## config.mk

```make
export PLATFORM = sky130hd
export DESIGN_NAME = mtk_front_flat
export DESIGN_NICKNAME = d
export VERILOG_FILES = /design/src/mtk_pkg.sv /design/src/mtk_if.sv /design/src/mtk_front.sv /design/src/flat_wrapper.sv
export SDC_FILE = /design/constraint.sdc
export NUM_CORES = 1
export LEC_CHECK = 0
export BUFFER_PORTS_ARGS = -buffer_cell sky130_fd_sc_hd__buf_2
export CORE_MARGIN = 2
export CORE_UTILIZATION = 56
export CTS_CLUSTER_SIZE = 30
export DETAILED_ROUTE_END_ITERATION = 12
export PLACE_DENSITY = 0.9
export SETUP_SLACK_MARGIN = 0.05
export SLEW_MARGIN = 5
export SYNTH_ARGS = -nofsm -noshare
export SYNTH_HDL_FRONTEND = slang
export SYNTH_SLANG_ARGS = --single-unit
```

## constraint.sdc

```tcl
create_clock -name clk -period 3.9 [get_ports clk]
set_input_delay 0.39 -clock clk [delete_from_list [all_inputs] [get_ports clk]]
set_output_delay 0.39 -clock clk [all_outputs]
set_load 0.02 [all_outputs]
```

## src/mtk_pkg.sv

```systemverilog
// Package for the keystream XOR block: item types, generator constants,
// back-end state encoding and the tempering function. No dependencies.
package mtk_pkg;

  localparam int unsigned STATE_WORDS = 624;
  localparam int unsigned POS_W       = 10;
  localparam int unsigned TWIST_FAR   = 397;
  localparam int unsigned TWIST_WRAP  = STATE_WORDS - TWIST_FAR;  // 227

  localparam logic [31:0] SEED_MULT = 32'h6c07_8965;
  localparam logic [31:0] TWIST_MAG = 32'h9908_b0df;
  localparam logic [31:0] TEMPER_B  = 32'h9d2c_5680;
  localparam logic [31:0] TEMPER_C  = 32'hefc6_0000;

  localparam logic REQ_SEED = 1'b0;
  localparam logic REQ_DATA = 1'b1;

  localparam logic [POS_W-1:0] LAST_POS  = POS_W'(STATE_WORDS - 1);
  localparam logic [POS_W-1:0] WRAP_POS  = POS_W'(TWIST_WRAP);
  localparam logic [POS_W-1:0] FAR_STEP  = POS_W'(TWIST_FAR);

  typedef logic [POS_W-1:0] pos_t;

  typedef struct packed {
    logic        req_type;
    logic [31:0] seed;
    logic [7:0]  data_byte;
    logic        end_of_block;
  } req_t;

  // head of the front queue as seen by the back end
  typedef struct packed {
    logic valid;
    req_t item;
  } q_head_t;

  typedef enum logic [2:0] {
    ST_IDLE,
    ST_SEED,
    ST_RD_NXT,
    ST_RD_FAR,
    ST_CAP_FAR,
    ST_FINISH
  } back_state_t;

  typedef struct packed {
    back_state_t state;
    pos_t        pos;
    logic        pop;
    logic        out_load;
  } back_status_t;

  function automatic logic [31:0] temper(input logic [31:0] r);
    logic [31:0] t;
    t = r ^ (r >> 11);
    t = t ^ ((t << 7) & TEMPER_B);
    t = t ^ ((t << 15) & TEMPER_C);
    t = t ^ (t >> 18);
    return t;
  endfunction

endpackage

```

## src/mtk_if.sv

```systemverilog
// Valid/ready channel interfaces for the request and result streams.
// Depends on nothing.
interface mtk_in_if;
  logic        valid;
  logic        ready;
  logic        req_type;
  logic [31:0] seed;
  logic [7:0]  data_byte;
  logic        end_of_block;

  modport source(output valid, req_type, seed, data_byte, end_of_block, input ready);
  modport sink(input valid, req_type, seed, data_byte, end_of_block, output ready);
endinterface


```

## src/mtk_front.sv

```systemverilog
// Front end: accepts request transactions into a two-entry queue.
// Depends on mtk_pkg and mtk_in_if.
module mtk_front
  import mtk_pkg::*;
(
  input  logic      clk,
  input  logic      rst_n,
  mtk_in_if.sink    in_ch,
  output q_head_t   head,
  input  logic      pop
);

  req_t       slot_r [2];
  logic       wr_ptr_r, wr_ptr_nxt;
  logic       rd_ptr_r, rd_ptr_nxt;
  logic [1:0] count_r, count_nxt;
  logic       push;

  assign in_ch.ready = (count_r != 2'd2);
  assign push        = in_ch.valid && in_ch.ready;

  assign head.valid = (count_r != 2'd0);
  assign head.item  = slot_r[rd_ptr_r];

  always_comb begin
    wr_ptr_nxt = wr_ptr_r ^ push;
    rd_ptr_nxt = rd_ptr_r ^ (pop && head.valid);
    count_nxt  = count_r + 2'(push) - 2'(pop && head.valid);
  end

  always_ff @(posedge clk) begin
    if (!rst_n) begin
      wr_ptr_r <= 1'b0;
      rd_ptr_r <= 1'b0;
      count_r  <= 2'd0;
    end else begin
      wr_ptr_r <= wr_ptr_nxt;
      rd_ptr_r <= rd_ptr_nxt;
      count_r  <= count_nxt;
    end
  end

  always_ff @(posedge clk) begin
    if (push) begin
      slot_r[wr_ptr_r] <= '{req_type:     in_ch.req_type,
                            seed:         in_ch.seed,
                            data_byte:    in_ch.data_byte,
                            end_of_block: in_ch.end_of_block};
    end
  end

endmodule

```

## src/flat_wrapper.sv

```systemverilog
// flat-port wrapper written by rule: the top's interface ports become plain ports
module mtk_front_flat import mtk_pkg::*;
  (clk, rst_n, head, pop, in_ch_valid, in_ch_req_type, in_ch_seed, in_ch_data_byte, in_ch_end_of_block, in_ch_ready);
  mtk_in_if in_ch_i ();
  input  logic clk;
  input  logic rst_n;
  output q_head_t head;
  input  logic pop;
  input wire logic [$bits(in_ch_i.valid)-1:0] in_ch_valid;
  input wire logic [$bits(in_ch_i.req_type)-1:0] in_ch_req_type;
  input wire logic [$bits(in_ch_i.seed)-1:0] in_ch_seed;
  input wire logic [$bits(in_ch_i.data_byte)-1:0] in_ch_data_byte;
  input wire logic [$bits(in_ch_i.end_of_block)-1:0] in_ch_end_of_block;
  output wire logic [$bits(in_ch_i.ready)-1:0] in_ch_ready;
  assign in_ch_i.valid = in_ch_valid;
  assign in_ch_i.req_type = in_ch_req_type;
  assign in_ch_i.seed = in_ch_seed;
  assign in_ch_i.data_byte = in_ch_data_byte;
  assign in_ch_i.end_of_block = in_ch_end_of_block;
  assign in_ch_ready = in_ch_i.ready;
  mtk_front u_core (.clk(clk), .rst_n(rst_n), .in_ch(in_ch_i), .head(head), .pop(pop));
endmodule
```

**Word level (Yosys, flattened, before mapping)**

Memories as Yosys holds them, arrays and structs flattened. A register that Yosys moved wholly into a read port is not among the register bits.
Index checks and enable logic that the tools add are counted.

- Flip-flop bits (word level): 4
- Memory bits (writable): 84
- Input port bits: 46
- Output and inout bits: 44
- Word-level logic and storage cells: 15
- Memories: 1

- $add $sub $neg: 2
- Equality and inequality tests: 1
- Muxes and demuxes: 3
- Bitwise logic cells: 2
- Reduce and logical (&&, ||, !) cells: 3

Memories:

| memory | words | width | rd ports | clocked after memory_dff | write ports | RTL line | source |
|---|---|---|---|---|---|---|---|
| u_core.slot_r | 2 | 42 | 1 | 1 | 1 | mtk_front.sv:13 | `req_t slot_r [2];` |

Operator list:

| kind | number |
|---|---|
| $mux W1 | 3 |
| $add A2 B1 Y2 | 1 |
| $logic_and A1 B1 Y1 | 2 |
| $ne A2 B2 Y1 const B | 1 |
| $reduce_bool A2 Y1 | 1 |
| $sub A2 B1 Y2 | 1 |
| $xor A1 B1 Y1 | 2 |

**Logic depth before layout (Yosys ltp)**

- Depth in word-level cells: 4
- Depth in mapped cells: 6
- Gate-level depth less buffers: 6

**Worst setup path after synthesis**

OpenSTA, ideal clock, no wires.

- Kind: register to register
- Start: reg u_core.count_r[1]
- End: mem u_core.slot_r[1][0] in the netlist's numbering (enable)
- Library setup time: 404 ps
- Arrival time: 1834 ps
- Data required time: 3496 ps
- Path slack: 1662 ps
- Cell stages (with the launch flop): 4
- Clock period less this slack: 2238 ps
- Cells stage by stage: dfxtp_1 > or2b_1 > and2_1 > ha_1

- Word-level cells in the longest chain between the ends: 4

Ends and longest elaborated chain:

| item | RTL line | source |
|---|---|---|
| start, declared | mtk_front.sv:16 | `logic [1:0] count_r, count_nxt;` |
| start signal, assigned | mtk_front.sv:39 | `count_r <= count_nxt;` |
| $ne A2 B2 Y1 | mtk_front.sv:19 | `assign in_ch.ready = (count_r != 2'd2);` |
| net in_ch_ready | flat_wrapper.sv:14 | `output wire logic [$bits(in_ch_i.ready)-1:0] in_ch_ready;` |
| $logic_and A1 B1 Y1 | mtk_front.sv:20 | `assign push = in_ch.valid && in_ch.ready;` |
| $mux W1 | mtk_front.sv:44 | `if (push) begin` |
| $mux W1 (not written as such) | mtk_front.sv:45 | `slot_r[wr_ptr_r] <= '{req_type: in_ch.req_type,` |
| end, declared | mtk_front.sv:13 |  |

The timed path passes the listed nets, and every way through them passes these cells.

==> results_dict.tcl <==
set metrics [dict create \
    outcome "finished, final reports clean" \
    area_growth_pct 18.8 \
    required_ps 3510 \
    drive_above_1_share 0.590 \
    yosysTopAreaCell "edfxtp_1" \
    cts_buffer_depth 2 \
    r2r_slack_ps 1950 \
    power_density_nw_per_um2 665 \
    fin_crit_sh 0.642 \
    finalHoldViolations 0 \
    p_total_mw 2.76 \
    setup_viol 0 \
    syn_nets 205 \
    cts_htree_levels 3 \
    grt_first_pass_wirelength_um 8400 \
    wirelength_um 5370 \
    p_leak_nw 1.65 \
    die_area_um2 6900 \
    root_buffer "clkbuf_8" \
    synth_cell_types 18 \
    numCtsBuffers 9 \
    route.detailed.drc 0 \
    cts_setup_buffers 0 \
    ctsHoldBuffers 0 \
    yosys-top-cells-area "edfxtp_1, mux2_4, dfxtp_1, buf_12, ha_1" \
    seq_area_frac_synth 0.749 \
    vias 1653 \
    max_slew_margin 0.333 \
    synthSimpleGateAreaFrac 0.0147 \
    rsz0062_at_grt "false" \
    timing.critical_path.to_type "primary output" \
    rows 28 \
    cts_tree "yes" \
    grt_pass1_vias 1683 \
    arrival_ps 2120 \
    synth_warnings 0 \
    gp_congestion 0.699 \
    antenna_found_initial 0 \
    nets 301 \
    track_usage 0.162 \
    ant_nets 0 \
    clk_latency_ps 340 \
    pre_cts_ws_ps 1730 \
    io_pins 90 \
    synth_adder_area_share 0.0143 \
    max_freq_mhz 399 \
    synth_edf_count 84 \
    clock-sinks 89 \
    worst_slew_pin_slew_ps 1000 \
    syn_area_um2 3500 \
    die_width_um 83.1 \
    portBuffers 89 \
    core_um2 5990 \
    muxShareOfSynthArea 0.184 \
    fin_ws_ps 1390 \
    synth-xor-area-share 0.00644 \
    die_h_um 83.1 \
    fin_skew_ps 9.68 \
    drt-initial-drc-count 81 \
    synthFlopType "edfxtp_1" \
    synthArstFlopShare 0 \
    syn_area_per_cell_um2 22.6 \
    via_per_inst 4.99 \
    diodes 0 \
    drv_cap 0 \
    clk_pin_slew_ps 80 \
    synth_cells 155 \
    period_minus_slack_ps 2510 \
    firstDrtPassIters 4 \
    synthTopCellsByCount "edfxtp_1, mux2_4, dfxtp_1" \
    peakVddDrop_v 0.000469 \
    criticalPathCategory "reg2out" \
    grt.overflow.total 0 \
    post-dp-hpwl_um 3770 \
    start_kind "register" \
    synth_compound_gate_area_share 0.00215 \
    start_util 0.584 \
    post_cts_resized 0 \
    cp_max_fo 24 \
    synth_top_family_by_area "multiplexers" \
    synthMostInstantiatedCell "edfxtp_1" \
    grt_max_degree 43 \
    hold_class "in2reg" \
    synth-seq-cells 89 \
    drv_slew 0 \
    finalSetupTns_ps 0 \
    holdWs_ps 235 \
    wl_per_cell_um 16.2 \
    netlist.area_leader.share 0.721 \
]
power breakdown:
| group | switching [mW] | total [mW] | internal [mW] | leakage, nW |
|---|---|---|---|---|
| Clock | 0.292 | 0.606 | 0.314 | 0.0888 |
| Combinational | 0.444 | 0.847 | 0.403 | 0.731 |
| Sequential | 0.0784 | 1.31 | 1.23 | 0.826 |
| Total | 0.815 | 2.76 | 1.95 | 1.65 |
path summary, 6_finish.rpt:
kind	from	endpoint	cells past startpoint
min reg2reg	u_core.rd_ptr_r	register	2
max reg2reg	u_core.count_r[0]	u_core.slot_r[1][8]	3
max	register	head[41]	3
min	in_ch_seed[24]	u_core.slot_r[0][33]	1
metrics by stage:
| stage | instance area (um^2) | util | std cells |
|---|---|---|---|
| 2_1_floorplan | 3500 | - | 155 |
| 3_3_place_gp | 3960 | 0.661 | 315 |
| 3_5_place_dp | 3960 | 0.661 | 315 |
| 4_1_cts | 4160 | 0.694 | 331 |
| 5_1_grt | 4160 | 0.694 | 331 |
| 6_report | 4160 | 0.694 | 331 |
registers in the layout (all words and copies together), names as in the netlist, named ones only:
register,flops
u_core.count_r,2
u_core.rd_ptr_r,1
u_core.slot_r,84
u_core.wr_ptr_r,1
cells by family after synthesis:
logic type | after synthesis
xor gates and xnor gates | 1
DFF | 89
AOI/OAI and AO/OA | 1
and+or+nand+nor | 8
adders and majority gates | 4
buffers and inverters | 8
muxes | 44
area by class of cell:
type | count | area [um^2]
fill | 409 | 1830
clock buffer | 12 | 145
tap | 75 | 93.8
clock inverter | 4 | 52.6
inverter | 3 | 11.3
timing repair buffer | 90 | 453
sequential | 89 | 2620
multi-input combinational | 58 | 779
cells in the final DEF (no fill, tap or decap), drive strengths merged:
master and count:
clkinvlp 3, nand2 1, edfxtp 84, inv 3
mux2i 2, or2b 1, nor2b 2, buf 90
dfxtp 5, nand2b 1, mux2 42, ha 4
and2 2, or2 1, clkbuf 12, xnor3 1
o21a 1, bufinv 1
routing by layer:
layer / GRT usage / routed length (um) / up-vias
met5: 0 / 0 / -
met4: 0.0760 / 83 / 0
met3: 0.0417 / 261 / 8
met2: 0.282 / 2860 / 56
met1: 0.188 / 2160 / 801
li1: - / - / 788
worst max-delay path, cell delays in order, from the launching register on:
cell and delay [ps]:
dfxtp_2 730, buf_4 490, mux2_2 390, buf_2 160
(Power assumes the default switching activity.)
